--- src/rtl/pbc_pkg.sv ---
// ----------------------------------------------------------------------------
// pbc_pkg
// shared types and constants for the pinned buffer cache core
// ----------------------------------------------------------------------------
package pbc_pkg;

    localparam int NUM_FRAMES = 16;
    localparam int BLOCK_BITS = 24;
    localparam int PIN_BITS   = 8;
    localparam int SLOT_BITS  = $clog2(NUM_FRAMES);
    localparam int CNT_BITS   = $clog2(NUM_FRAMES + 1);
    localparam int STAMP_BITS = 16;
    localparam int LIMIT_BITS = 5;

    typedef enum logic [2:0] {
        REQ_PIN       = 3'd0,
        REQ_UNPIN     = 3'd1,
        REQ_DIRTY     = 3'd2,
        REQ_FLUSH     = 3'd3,
        REQ_FLUSH_ALL = 3'd4
    } req_t;

    typedef enum logic [2:0] {
        ST_OK         = 3'd0,
        ST_MISS       = 3'd1,
        ST_NO_FRAME   = 3'd2,
        ST_ABSENT     = 3'd3,
        ST_NOT_PINNED = 3'd4,
        ST_PIN_LIMIT  = 3'd5
    } status_t;

    typedef enum logic [2:0] {
        S_IDLE,
        S_SCAN,
        S_EXEC,
        S_OUT,
        S_WALK,
        S_WOUT
    } state_t;

    // controller to datapath
    typedef struct packed {
        logic capture;    // latch request, clear scan state
        logic scan_step;  // look at frame under scan index
        logic exec;       // apply request using scan results, load result
        logic walk_step;  // flush-all: test frame under index, emit if dirty
        logic walk_none;  // flush-all found nothing: load empty result
    } pbc_cmd_t;

    // datapath to controller
    typedef struct packed {
        logic scan_done;
        logic is_flush_all;
        logic walk_hit;
        logic walk_last;
        logic walk_any;
        logic walk_later; // a dirty frame lies past the walk index
    } pbc_sts_t;

endpackage

--- src/rtl/pbc_datapath.sv ---
// ----------------------------------------------------------------------------
// pbc_datapath
// frame store, sequential lookup and victim scan, result register
// ----------------------------------------------------------------------------
module pbc_datapath (
    input  logic                            clk,
    input  logic                            rst_n,
    input  pbc_pkg::pbc_cmd_t               cmd,
    output pbc_pkg::pbc_sts_t               sts,
    input  logic [2:0]                      req_type,
    input  logic [pbc_pkg::BLOCK_BITS-1:0]  disk_block,
    input  logic [pbc_pkg::LIMIT_BITS-1:0]  frame_limit,
    output logic [2:0]                      status,
    output logic [3:0]                      slot,
    output logic                            write_valid,
    output logic [pbc_pkg::BLOCK_BITS-1:0]  write_block,
    output logic [3:0]                      write_slot,
    output logic                            read_valid,
    output logic                            last
);
    localparam int N  = pbc_pkg::NUM_FRAMES;
    localparam int SB = pbc_pkg::SLOT_BITS;
    localparam int CB = pbc_pkg::CNT_BITS;
    localparam int BB = pbc_pkg::BLOCK_BITS;
    localparam int PB = pbc_pkg::PIN_BITS;
    localparam int TB = pbc_pkg::STAMP_BITS;

    logic [N-1:0]  valid_reg, dirty_reg;
    logic [BB-1:0] tag_reg   [N];
    logic [PB-1:0] pin_reg   [N];
    logic [TB-1:0] stamp_reg [N];
    logic [CB-1:0] in_use_reg;
    logic [TB-1:0] counter_reg;

    logic [2:0]    req_reg;
    logic [BB-1:0] blk_reg;
    logic [CB-1:0] idx_reg;
    logic          hit_reg, vic_reg;
    logic [SB-1:0] hit_slot_reg, vic_slot_reg;
    logic [TB-1:0] vic_age_reg;
    logic          any_reg;

    logic [2:0]    status_reg;
    logic [3:0]    slot_reg, wslot_reg;
    logic          wv_reg, rv_reg, last_reg;
    logic [BB-1:0] wblk_reg;

    logic [SB-1:0] idx;
    logic [TB-1:0] age;
    logic [CB-1:0] lim;
    logic [SB-1:0] hs, vs;
    logic [PB-1:0] pmax;
    logic [N-1:0]  later_mask;

    assign idx  = idx_reg[SB-1:0];
    assign age  = counter_reg - stamp_reg[idx];
    assign hs   = hit_slot_reg;
    assign vs   = vic_slot_reg;
    assign pmax = '1;

    always_comb
    begin
        if (frame_limit == '0)
            lim = CB'(1);
        else if (32'(frame_limit) > N)
            lim = CB'(N);
        else
            lim = CB'(frame_limit);
    end

    // frames above the walk index
    always_comb
    begin
        for (int i = 0; i < N; i++)
            later_mask[i] = (i > int'(idx));
    end

    assign sts.scan_done    = (idx_reg == CB'(N-1));
    assign sts.is_flush_all = (req_reg == pbc_pkg::REQ_FLUSH_ALL);
    assign sts.walk_hit     = valid_reg[idx] & dirty_reg[idx];
    assign sts.walk_last    = (idx_reg == CB'(N-1));
    assign sts.walk_any     = any_reg;
    assign sts.walk_later   = |(valid_reg & dirty_reg & later_mask);

    always_ff @(posedge clk or negedge rst_n)
    begin
        if (!rst_n)
        begin
            valid_reg    <= '0;
            dirty_reg    <= '0;
            in_use_reg   <= '0;
            counter_reg  <= '0;
            req_reg      <= '0;
            blk_reg      <= '0;
            idx_reg      <= '0;
            hit_reg      <= 1'b0;
            vic_reg      <= 1'b0;
            hit_slot_reg <= '0;
            vic_slot_reg <= '0;
            vic_age_reg  <= '0;
            any_reg      <= 1'b0;
            for (int i = 0; i < N; i++)
            begin
                pin_reg[i]   <= '0;
                stamp_reg[i] <= '0;
            end
        end
        else if (cmd.capture)
        begin
            req_reg <= req_type;
            blk_reg <= disk_block;
            idx_reg <= '0;
            hit_reg <= 1'b0;
            vic_reg <= 1'b0;
            any_reg <= 1'b0;
        end
        else if (cmd.scan_step)
        begin
            if (valid_reg[idx] && tag_reg[idx] == blk_reg && !hit_reg)
            begin
                hit_reg      <= 1'b1;
                hit_slot_reg <= idx;
            end
            if (valid_reg[idx] && pin_reg[idx] == '0 && (!vic_reg || age > vic_age_reg))
            begin
                vic_reg      <= 1'b1;
                vic_slot_reg <= idx;
                vic_age_reg  <= age;
            end
            if (!sts.scan_done)
                idx_reg <= idx_reg + CB'(1);
        end
        else if (cmd.walk_step)
        begin
            if (sts.walk_hit)
            begin
                dirty_reg[idx] <= 1'b0;
                any_reg        <= 1'b1;
            end
            if (!sts.walk_last)
                idx_reg <= idx_reg + CB'(1);
        end
        else if (cmd.exec)
        begin
            unique case (req_reg)
                pbc_pkg::REQ_PIN:
                begin
                    if (hit_reg)
                    begin
                        if (pin_reg[hs] != pmax)
                            pin_reg[hs] <= pin_reg[hs] + PB'(1);
                    end
                    else if (in_use_reg < lim)
                    begin
                        in_use_reg <= in_use_reg + CB'(1);
                        valid_reg[in_use_reg[SB-1:0]] <= 1'b1;
                        tag_reg[in_use_reg[SB-1:0]]   <= blk_reg;
                        pin_reg[in_use_reg[SB-1:0]]   <= PB'(1);
                        dirty_reg[in_use_reg[SB-1:0]] <= 1'b0;
                    end
                    else if (vic_reg)
                    begin
                        tag_reg[vs]   <= blk_reg;
                        pin_reg[vs]   <= PB'(1);
                        dirty_reg[vs] <= 1'b0;
                    end
                end
                pbc_pkg::REQ_UNPIN:
                begin
                    if (hit_reg && pin_reg[hs] != '0)
                    begin
                        pin_reg[hs] <= pin_reg[hs] - PB'(1);
                        if (pin_reg[hs] == PB'(1))
                        begin
                            stamp_reg[hs] <= counter_reg;
                            counter_reg   <= counter_reg + TB'(1);
                        end
                    end
                end
                pbc_pkg::REQ_DIRTY:
                begin
                    if (hit_reg)
                        dirty_reg[hs] <= 1'b1;
                end
                pbc_pkg::REQ_FLUSH:
                begin
                    if (hit_reg)
                        dirty_reg[hs] <= 1'b0;
                end
                default:
                begin
                end
            endcase
        end
    end

    // result register
    always_ff @(posedge clk)
    begin
        if (cmd.walk_step && sts.walk_hit)
        begin
            status_reg <= pbc_pkg::ST_OK;
            slot_reg   <= 4'(idx);
            wv_reg     <= 1'b1;
            wblk_reg   <= tag_reg[idx];
            wslot_reg  <= 4'(idx);
            rv_reg     <= 1'b0;
            last_reg   <= !sts.walk_later;
        end
        else if (cmd.walk_none)
        begin
            status_reg <= pbc_pkg::ST_OK;
            slot_reg   <= '0;
            wv_reg     <= 1'b0;
            wblk_reg   <= '0;
            wslot_reg  <= '0;
            rv_reg     <= 1'b0;
            last_reg   <= 1'b1;
        end
        else if (cmd.exec)
        begin
            status_reg <= pbc_pkg::ST_ABSENT;
            slot_reg   <= '0;
            wv_reg     <= 1'b0;
            wblk_reg   <= '0;
            wslot_reg  <= '0;
            rv_reg     <= 1'b0;
            last_reg   <= 1'b1;
            unique case (req_reg)
                pbc_pkg::REQ_PIN:
                begin
                    if (hit_reg)
                    begin
                        status_reg <= (pin_reg[hs] == pmax) ? pbc_pkg::ST_PIN_LIMIT
                                                            : pbc_pkg::ST_OK;
                        slot_reg   <= 4'(hs);
                    end
                    else if (in_use_reg < lim)
                    begin
                        status_reg <= pbc_pkg::ST_MISS;
                        slot_reg   <= 4'(in_use_reg[SB-1:0]);
                        rv_reg     <= 1'b1;
                    end
                    else if (vic_reg)
                    begin
                        status_reg <= pbc_pkg::ST_MISS;
                        slot_reg   <= 4'(vs);
                        rv_reg     <= 1'b1;
                        if (dirty_reg[vs])
                        begin
                            wv_reg    <= 1'b1;
                            wblk_reg  <= tag_reg[vs];
                            wslot_reg <= 4'(vs);
                        end
                    end
                    else
                        status_reg <= pbc_pkg::ST_NO_FRAME;
                end
                pbc_pkg::REQ_UNPIN:
                begin
                    if (hit_reg)
                    begin
                        status_reg <= (pin_reg[hs] == '0) ? pbc_pkg::ST_NOT_PINNED
                                                          : pbc_pkg::ST_OK;
                        slot_reg   <= 4'(hs);
                    end
                end
                pbc_pkg::REQ_DIRTY:
                begin
                    if (hit_reg)
                    begin
                        status_reg <= pbc_pkg::ST_OK;
                        slot_reg   <= 4'(hs);
                    end
                end
                pbc_pkg::REQ_FLUSH:
                begin
                    if (hit_reg)
                    begin
                        status_reg <= pbc_pkg::ST_OK;
                        slot_reg   <= 4'(hs);
                        if (dirty_reg[hs])
                        begin
                            wv_reg    <= 1'b1;
                            wblk_reg  <= tag_reg[hs];
                            wslot_reg <= 4'(hs);
                        end
                    end
                end
                default:
                begin
                end
            endcase
        end
    end

    assign status      = status_reg;
    assign slot        = slot_reg;
    assign write_valid = wv_reg;
    assign write_block = wblk_reg;
    assign write_slot  = wslot_reg;
    assign read_valid  = rv_reg;
    // on a walk result, last is set when no dirty frame remains after it
    assign last        = last_reg;
endmodule

--- src/rtl/pbc_ctrl.sv ---
// ----------------------------------------------------------------------------
// pbc_ctrl
// request sequencer: scan, execute, deliver, flush-all walk
// ----------------------------------------------------------------------------
module pbc_ctrl (
    input  logic               clk,
    input  logic               rst_n,
    input  logic               in_valid,
    output logic               in_stall,
    output logic               out_valid,
    input  logic               out_stall,
    output pbc_pkg::pbc_cmd_t  cmd,
    input  pbc_pkg::pbc_sts_t  sts
);
    pbc_pkg::state_t state_reg, state_next;
    logic more_reg;

    always_ff @(posedge clk or negedge rst_n)
    begin
        if (!rst_n)
            state_reg <= pbc_pkg::S_IDLE;
        else
            state_reg <= state_next;
    end

    always_comb
    begin
        state_next = state_reg;
        unique case (state_reg)
            pbc_pkg::S_IDLE:
                if (in_valid)
                    state_next = pbc_pkg::S_SCAN;
            pbc_pkg::S_SCAN:
                if (sts.is_flush_all)
                    state_next = pbc_pkg::S_WALK;
                else if (sts.scan_done)
                    state_next = pbc_pkg::S_EXEC;
            pbc_pkg::S_EXEC:
                state_next = pbc_pkg::S_OUT;
            pbc_pkg::S_OUT:
                if (!out_stall)
                    state_next = pbc_pkg::S_IDLE;
            pbc_pkg::S_WALK:
                if (sts.walk_hit)
                    state_next = pbc_pkg::S_WOUT;
                else if (sts.walk_last)
                    state_next = sts.walk_any ? pbc_pkg::S_IDLE : pbc_pkg::S_OUT;
            pbc_pkg::S_WOUT:
                if (!out_stall)
                    state_next = more_reg ? pbc_pkg::S_WALK : pbc_pkg::S_IDLE;
            default:
                state_next = pbc_pkg::S_IDLE;
        endcase
    end

    // the walk resumes after a write-back only while a later dirty frame exists
    always_ff @(posedge clk or negedge rst_n)
    begin
        if (!rst_n)
            more_reg <= 1'b0;
        else if (state_reg == pbc_pkg::S_WALK && sts.walk_hit)
            more_reg <= sts.walk_later;
    end

    always_comb
    begin
        cmd       = '0;
        in_stall  = 1'b1;
        out_valid = 1'b0;
        unique case (state_reg)
            pbc_pkg::S_IDLE:
            begin
                in_stall    = 1'b0;
                cmd.capture = in_valid;
            end
            pbc_pkg::S_SCAN:
                cmd.scan_step = !sts.is_flush_all;
            pbc_pkg::S_EXEC:
                cmd.exec = 1'b1;
            pbc_pkg::S_OUT:
                out_valid = 1'b1;
            pbc_pkg::S_WALK:
            begin
                cmd.walk_step = 1'b1;
                cmd.walk_none = sts.walk_last && !sts.walk_hit && !sts.walk_any;
            end
            pbc_pkg::S_WOUT:
                out_valid = 1'b1;
            default:
            begin
            end
        endcase
    end
endmodule

--- src/rtl/pinned_buffer_cache_lru_core.sv ---
// ----------------------------------------------------------------------------
// pinned_buffer_cache_lru_core
// buffer pool frame manager with pin counts and least-recently-released eviction
// ----------------------------------------------------------------------------
// One request at a time. A pin, unpin, mark dirty or flush request scans all
// sixteen frames one per cycle (tag match and oldest unpinned victim), then
// applies the update and presents one result, which output stall can hold
// before the next request is accepted. Flush-all walks the frames one per
// cycle and stops at each dirty one to present a write-back transfer; the walk
// ends at the last dirty frame. last on a walk result is found by looking at
// the dirty frames past the current one. The result register holds a transfer
// until the consumer drops stall. frame_limit is written through the cfg
// channel; the user is to write it only while idle, which the block itself
// does not enforce.
module pinned_buffer_cache_lru_core (
    input  logic                            clk,
    input  logic                            rst_n,
    input  logic                            in_valid,
    output logic                            in_stall,
    input  logic [2:0]                      req_type,
    input  logic [pbc_pkg::BLOCK_BITS-1:0]  disk_block,
    output logic                            out_valid,
    input  logic                            out_stall,
    output logic [2:0]                      status,
    output logic [3:0]                      slot,
    output logic                            write_valid,
    output logic [pbc_pkg::BLOCK_BITS-1:0]  write_block,
    output logic [3:0]                      write_slot,
    output logic                            read_valid,
    output logic                            last,
    input  logic                            cfg_valid,
    output logic                            cfg_ready,
    input  logic [pbc_pkg::LIMIT_BITS-1:0]  cfg_data
);
    pbc_pkg::pbc_cmd_t cmd;
    pbc_pkg::pbc_sts_t sts;
    logic [pbc_pkg::LIMIT_BITS-1:0] limit_reg;

    // config register, always writable
    assign cfg_ready = 1'b1;
    always_ff @(posedge clk or negedge rst_n)
    begin
        if (!rst_n)
            limit_reg <= pbc_pkg::LIMIT_BITS'(pbc_pkg::NUM_FRAMES);
        else if (cfg_valid)
            limit_reg <= cfg_data;
    end

    pbc_ctrl u_ctrl (
        .clk       (clk),
        .rst_n     (rst_n),
        .in_valid  (in_valid),
        .in_stall  (in_stall),
        .out_valid (out_valid),
        .out_stall (out_stall),
        .cmd       (cmd),
        .sts       (sts)
    );

    pbc_datapath u_dp (
        .clk         (clk),
        .rst_n       (rst_n),
        .cmd         (cmd),
        .sts         (sts),
        .req_type    (req_type),
        .disk_block  (disk_block),
        .frame_limit (limit_reg),
        .status      (status),
        .slot        (slot),
        .write_valid (write_valid),
        .write_block (write_block),
        .write_slot  (write_slot),
        .read_valid  (read_valid),
        .last        (last)
    );
endmodule

--- config.mk ---
export PLATFORM = sky130hd
export DESIGN_NAME = pinned_buffer_cache_lru_core
export DESIGN_NICKNAME = d
export VERILOG_FILES = /design/src/rtl/pbc_pkg.sv /design/src/rtl/pbc_datapath.sv /design/src/rtl/pbc_ctrl.sv /design/src/rtl/pinned_buffer_cache_lru_core.sv
export SDC_FILE = /design/constraint.sdc
export NUM_CORES = 2
export LEC_CHECK = 0
export ABC_AREA = 1
export BUFFER_PORTS_ARGS = -buffer_cell sky130_fd_sc_hd__buf_4
export CELL_PAD_IN_SITES_DETAIL_PLACEMENT = 1
export CELL_PAD_IN_SITES_GLOBAL_PLACEMENT = 1
export CORE_UTILIZATION = 43
export DETAILED_ROUTE_END_ITERATION = 7
export PLACE_DENSITY = 0.76
export SLEW_MARGIN = 20
export SYNTH_ARGS = -nofsm -noshare
export SYNTH_HDL_FRONTEND = slang
export SYNTH_SLANG_ARGS = --single-unit
export TNS_END_PERCENT = 30
--- constraint.sdc ---
create_clock -name clk -period 4.9 [get_ports clk]
set_clock_uncertainty 0.15 [all_clocks]
set_input_delay 0.49 -clock clk [delete_from_list [all_inputs] [get_ports clk]]
set_output_delay 0.49 -clock clk [all_outputs]
set_load 0.01 [all_outputs]
# [Word-level counts from Yosys, hierarchy flattened]
# Memory sizes are Yosys's and may differ from the RTL's.
# Cells that the tools add are included.
[totals] register_bits=543 latch_bits=0 ramBits=384 mem_bits_ro=0 output_inout_bits=41 elab_cells=362 mem_count=1
[op_classes] addsub=6 n_mul=0 div_mod_pow=0 order_cmp=33 eq_ne=28 n_shift=0 n_mux=154 bitwise_logic=27 n_reduce_logical=58
[memory_table] memory="u_dp.tag_reg" depth=16 width=24 rd=3 rd_ports_with_merged_regs=0 wr=1 line_no="pbc_datapath.sv:29" source="logic [BB-1:0] tag_reg [N];"
[op_table] cell="two-way mux 128 bit" count=5
[op_table] cell="bitwise mux 128 bit" count=2
[op_table] cell="bitwise mux 256 bit" count=1
[op_table] cell="case mux 128 bit (2 select lines)" count=1
[op_table] cell="two-way mux 24 bit" count=10
[op_table] cell="bitwise AND 112 bit" count=2
[op_table] cell="inverter 112 bit" count=2
[op_table] cell="two-way mux 16 bit" count=11
[op_table] cell="bitwise AND 16 bit" count=6
[op_table] cell="demux 8 bit (select 4 bit)" count=3
[op_table] cell="two-way mux 4 bit" count=17
[op_table] cell="binary-select mux 16 bit (select 4 bit)" count=1
[op_table] cell="binary-select mux 8 bit (select 4 bit)" count=2
[op_table] cell="demux 16 bit (select 4 bit)" count=1
[op_table] cell="inverter 16 bit" count=4
[op_table] cell="OR 16 bit" count=4
[op_table] cell="two-way mux 8 bit" count=7
[op_table] cell="two-way mux 1 bit" count=55
[op_table] cell="case mux 16 bit (3 select lines)" count=1
[op_table] cell="case mux 24 bit (2 select lines)" count=1
[op_table] cell="two-way mux 3 bit" count=13
[op_table] cell="> comparator 4 bit, first input constant" count=8
[op_table] cell="two-way mux 5 bit" count=6
[op_table] cell="== test 24 bit" count=1
[op_table] cell="other kinds (58)" count=142

# [Logic depth before layout (Yosys ltp)]
[depth] word_depth=15 mapped_depth=34 mapped_depth_nobuf=27

# [By module]
# Synthesis repeated with hierarchy kept, for this count alone.
[unflattened] hier_cells=6881 area_unflattened_um2=53057.1
[by_module_without_submodules] mod="pbc_datapath" instances=1 cells_each=6801 area_per_inst_um2=52429.0 seq_area_each_um2=25034.0
[by_module_without_submodules] mod="pbc_ctrl" instances=1 cells_each=57 area_per_inst_um2=430.4 seq_area_each_um2=100.1
[by_module_without_submodules] mod="pinned_buffer_cache_lru_core" instances=1 cells_each=23 area_per_inst_um2=197.7 seq_area_each_um2=126.4

# [Least setup slack after synthesis]
# No wires, ideal clock.
[synth_timing] kind="register to register" from="register u_dp.idx_reg[0]" to="register u_dp.vic_reg" setup_time_ns=0.142 t_arrival_ns=4.990 path_slack_ns=-0.382 path_stages_with_launch=32 n_path_buf=8 period_less_slack_ns=5.282 cell_sequence="dfrtp_1 > buf_2 > clkinv_1 > buf_2 > clkbuf_1 > buf_2 > buf_2 > buf_2 > buf_1 > o21ai_0 > o2111ai_1 > o21ai_0 > inv_1 > ha_1 > inv_1 > fa_1 > nand3_1 > nand2_1 > nand3_1 > nand4_1 > nand3_1 > nand2_1 > xor2_1 > ha_1 > nand2_1 > nor2_1 > nand2_1 > nor4_1 > o21ai_0 > nand3_1 > clkbuf_1 > o21ai_0"
[synth_between] elab_chain_cells=10 elab_cells_between_ends=17 cone_classes="add/sub (1); order compare (1); mux (8); bitwise (1); reduce/logical (6)"
[synth_rtl] item="from (decl)" line_no="pbc_datapath.sv:37" source="logic [CB-1:0] idx_reg;"
[synth_rtl] item="from (signal assigned)" line_no="pbc_datapath.sv:131" source="idx_reg <= idx_reg + CB'(1);"
[synth_rtl] item="from (signal assigned)" line_no="pbc_datapath.sv:141" source="idx_reg <= idx_reg + CB'(1);"
[synth_rtl] item="inverter 4 -> 5 bit (not written as such)" line_no="pbc_datapath.sv:56" source="assign age = counter_reg - stamp_reg[idx];"
[synth_rtl] item="binary-select mux 16 bit (select 4 bit)" line_no="pbc_datapath.sv:56"
[synth_rtl] item="two-way mux 16 bit (not written as such) (2 in a row)" line_no="pbc_datapath.sv:56"
[synth_rtl] item="subtractor 16 bit" line_no="pbc_datapath.sv:56"
[synth_rtl] item="net u_dp.age[14]" line_no="pbc_datapath.sv:49" source="logic [TB-1:0] age;"
[synth_rtl] item="> comparator 16 bit" line_no="pbc_datapath.sv:124" source="if (valid_reg[idx] && pin_reg[idx] == '0 && (!vic_reg || age > vic_age_reg))"
[synth_rtl] item="logical OR 1 bit" line_no="pbc_datapath.sv:124"
[synth_rtl] item="logical AND 1 bit" line_no="pbc_datapath.sv:124"
[synth_rtl] item="nonzero test 2 bit (no source line)"
[synth_rtl] item="AND reduction 2 bit (no source line)"
[synth_rtl] item="to (signal assigned)" line_no="pbc_datapath.sv:97" source="vic_reg <= 1'b0;"
[synth_rtl] item="to (signal assigned)" line_no="pbc_datapath.sv:114" source="vic_reg <= 1'b0;"
[synth_rtl] item="to (signal assigned)" line_no="pbc_datapath.sv:126" source="vic_reg <= 1'b1;"
[synth_rtl] item="to (decl)" line_no="pbc_datapath.sv:38" source="logic hit_reg, vic_reg;"
# The timed path passes the listed nets, and every way through them passes these cells. The select of a mux whose other input is x is not followed.
# A chain may end at the register's enable or synchronous reset.

# [Worst setup path in the final report]
[layout_timing] from="register u_dp.idx_reg[0]" to="register u_dp.vic_slot_reg[3]"
[layout_between] elab_chain_cells=9 elab_cells_between_ends=16 cone_classes="add/sub (1); order compare (1); mux (8); bitwise (1); reduce/logical (5)"
[layout_rtl] item="inverter 4 -> 5 bit (not written as such)" line_no="pbc_datapath.sv:56"
[layout_rtl] item="binary-select mux 16 bit (select 4 bit)" line_no="pbc_datapath.sv:56"
[layout_rtl] item="two-way mux 16 bit (not written as such) (2 in a row)" line_no="pbc_datapath.sv:56"
[layout_rtl] item="subtractor 16 bit" line_no="pbc_datapath.sv:56"
[layout_rtl] item="net u_dp.age[15]" line_no="pbc_datapath.sv:49"
[layout_rtl] item="> comparator 16 bit" line_no="pbc_datapath.sv:124"
[layout_rtl] item="logical OR 1 bit" line_no="pbc_datapath.sv:124"
[layout_rtl] item="logical AND 1 bit" line_no="pbc_datapath.sv:124"
[layout_rtl] item="AND reduction 3 bit (no source line)"
[layout_rtl] item="to (signal assigned)" line_no="pbc_datapath.sv:127" source="vic_slot_reg <= idx;"
[layout_rtl] item="to (decl)" line_no="pbc_datapath.sv:39" source="logic [SB-1:0] hit_slot_reg, vic_slot_reg;"
# The timed path passes the listed nets, and every way through them passes these cells. The select of a mux whose other input is x is not followed.

==> results.ini <==
[outcome]
status = complete, no violations

[clock_network]
clk_pin_slew_ns = 0.06
cts_buffer_depth = 3
cts_made_buffers = 109
cts_tree = built
root_buffer = clkbuf_16
clock_sinks = 927
htreeDepth = 3
clock_latency_ns = 0.75

[layout]
utilization_pct = 50.2
fill_cells = 14999
instances_no_fill = 8826
area_growth_pct = 15.2
largest_register_ff_count = 384
multi_input_area_um2 = 23500
ff_latch_area_um2 = 25300
drive_gt1_share_pct = 9.41
final_common_cell = nand2_1
fin_nets = 7190
layout_common_cells = 1991 x nand2_1, 809 x o21ai_0, 808 x inv_1, 499 x dfrtp_1, 417 x edfxtp_1

[setup_path]
cp_common_cell = nand2_1
end_kind = flop
cpMaxStageDelayCell = dfrtp_4
crit_type = flop to flop
reg2reg_depth = 28
rrSetupSlack_ns = 0.12
critPathLaunchType = flop
rr_startpoint = u_dp.idx_reg[0]$_DFFE_PN0P_
cpPeakStageDelay_ns = 0.59
cp.arrival_ns = 5.23
r2r_end = u_dp.vic_slot_reg[3]$_DFFE_PN0P_
cp_max_fo = 30
cp.required_ns = 5.35

[synth]
ys_types = 51
synth_seq_area_share_pct = 47.4
yosysWarnings = 0
postSynthCellCount = 7047
synthTopCellsByArea = dfrtp_1 24%, edfxtp_1 23%, nand2_1 14%, o21ai_0 7.7%, inv_1 5.7%
synth_flop_cell = dfrtp_1
yosysTopAreaCellShare_pct = 23.7
synth_edf_count = 417
yosysTopAreaCell = dfrtp_1
ys_ff_latch = 927
synth.avg_cell_area_um2 = 7.56
netlist_area_um2 = 53300
async_reset_ff_share_pct = 54.5
synth_nets = 7135

[sta]
grt_setup_unrepaired = true
setup_viol = 0
maxSlewHeadroom_pct = 18.9
slew_violations = 0
hold_ws_ns = 0.0656
min_period_over_period_pct = 97.5
finalCriticalPeriod_ns = 4.78
layout_setup_ws_ns = 0.121
clock.fmax_mhz = 209
finalHoldViolations = 0
worst_pin_slew_ns = 1.22

[placement]
place.gp.congestion = 0.974
pre_cts_ws_ns = 0.0644
dpl.cell_count = 8552
io_buffers = 76
dpl.hpwl_um = 154000

[die]
die_h_um = 354
coreArea_um2 = 122000
die_w_um = 354
die-area_um2 = 125000
io_pins = 78
start_util_pct = 43.6
rows = 128

[grt]
antenna_found_initial = 7
grt_pass1_wl_um = 358000
grt_usage_pct = 37.8
grt_max_degree = 197
grt_pass1_vias = 55572
overflow = 0

[drt]
drc = 0
highest_layer = met5
met3_length_um = 24100
wire_per_inst_um = 27.6
drtIter0Drc = 6426
drtPass1Iterations = 6
drt-met1-wl_um = 94000
via_count = 55102
via_per_inst = 6.24
ant_nets = 0
route.met2.wl_um = 110000
routed_wl_um = 244000

[run]
cap_violations = 0

[min_path]
hp-class = input pin to asynchronous set/reset pin

[pwr]
power_density_nw_per_um2 = 539
p_leak_nw = 27.8
irDropWorstVdd_v = 0.000457

-- worst max-delay path: cells and delay by family (launching register included) --
family,cells,cell delay (ns)
buf+inv,4,0.77
compound gates,10,1.36
xor+xnor,1,0.18
simple gates,11,1.03
fa+ha+maj,2,0.55
flops,1,0.59
-- cells by family (layout without fill, tap and decap cells) --
kind of cell / after synthesis / after routing / share of synthesized area, %
simple gates: 2887 / 2887 / 22.2
mux: 1 / 1 / 0.0211
buf+inv: 1288 / 1439 / 9.37
xor+xnor: 33 / 33 / 0.542
other cells: 1 / 4 / 0.00704
flops: 927 / 927 / 47.4
fa+ha+maj: 51 / 51 / 1.21
compound gates: 1859 / 1859 / 19.2
-- per-layer routing --
metal  vias to the layer above  track usage, %
met5                         -               0
met4                         4            21.3
met3                       932            7.84
met2                      3259            59.6
met1                     27132            48.3
li1                      23775               -
-- cell type report --
type / instances / share of cell area, %
antenna: 3 / 0.0122
timing repair inverter: 1 / 0.0265
tap: 1625 / 3.31
timing repair buffer: 390 / 5.78
inverter: 841 / 5.20
clock buffer: 160 / 5.22
clock inverter: 47 / 0.956
sequential: 927 / 41.2
multi-input combinational: 4832 / 38.3
-- stage by stage --
step | area [um2] | TNS, ns | total power (W)
finish | 61400 | 0 | 0.0331
global route | 61400 | -0.701 | 0.0342
CTS | 60800 | 0 | 0.0319
detailed placement | 56600 | 0 | 0.0231
global placement | 56600 | 0 | 0.0227
floorplan | 53300 | 0 | 0.0173
-- report_power, final --
group          switching (W)  internal (W)  leakage [nW]  total (W)
clock                0.00360       0.00516          1.85    0.00876
sequential          0.000920       0.00906          10.7    0.00998
combinational         0.0102       0.00414          15.2     0.0143
total                 0.0147        0.0184          27.8     0.0331
-- cell usage after synthesis (all sizes together) (2+ instances only) --
cell / instances
a221oi: 24
ha: 50
xnor2: 7
nand3: 294
buf: 139
nand4: 119
nor2: 368
dfxtp: 5
o21bai: 2
nand2: 2005
a31o: 8
o2111ai: 2
xor2: 26
a22oi: 7
o211ai: 89
a31oi: 3
dfrtp: 504
a211oi: 3
o41ai: 8
o21ai: 995
clkbuf: 308
clkinv: 11
inv: 830
nor3: 60
o31ai: 10
a21oi: 330
nand3b: 18
o221ai: 4
o22ai: 371
nor4: 19
or2: 3
edfxtp: 417
-- timing repair --
item / CTS / global route
hold buffers: 42 / 0
buffers inserted: 0 / 13
pin swaps: 0 / 11
endpoints found under the hold margin: 63 / 0
cloned: 0 / 9
resized for setup: 4 / 58
setup endpoints to repair: 21 / 21
-- how the worst max path moves through the flow --
| stage | startpoint | end | slack [ns] |
|---|---|---|---|
| 5_1_grt | u_dp.idx_reg[0]$_DFFE_PN0P_ | u_dp.vic_slot_reg[3]$_DFFE_PN0P_ | -0.05 |
| 2_1_floorplan | u_dp.idx_reg[0]$_DFFE_PN0P_ | u_dp.vic_slot_reg[1]$_DFFE_PN0P_ | 0.0002 |
| 3_3_place_gp | u_dp.idx_reg[0]$_DFFE_PN0P_ | u_dp.vic_slot_reg[1]$_DFFE_PN0P_ | 0.17 |
| 6_report | u_dp.idx_reg[0]$_DFFE_PN0P_ | u_dp.vic_slot_reg[3]$_DFFE_PN0P_ | 0.12 |
| 3_5_place_dp | u_dp.idx_reg[0]$_DFFE_PN0P_ | u_dp.vic_slot_reg[3]$_DFFE_PN0P_ | 0.06 |
| 4_1_cts | u_dp.idx_reg[1]$_DFFE_PN0P_ | u_dp.vic_slot_reg[3]$_DFFE_PN0P_ | 0.02 |
Power figures use the tool's default switching activity.
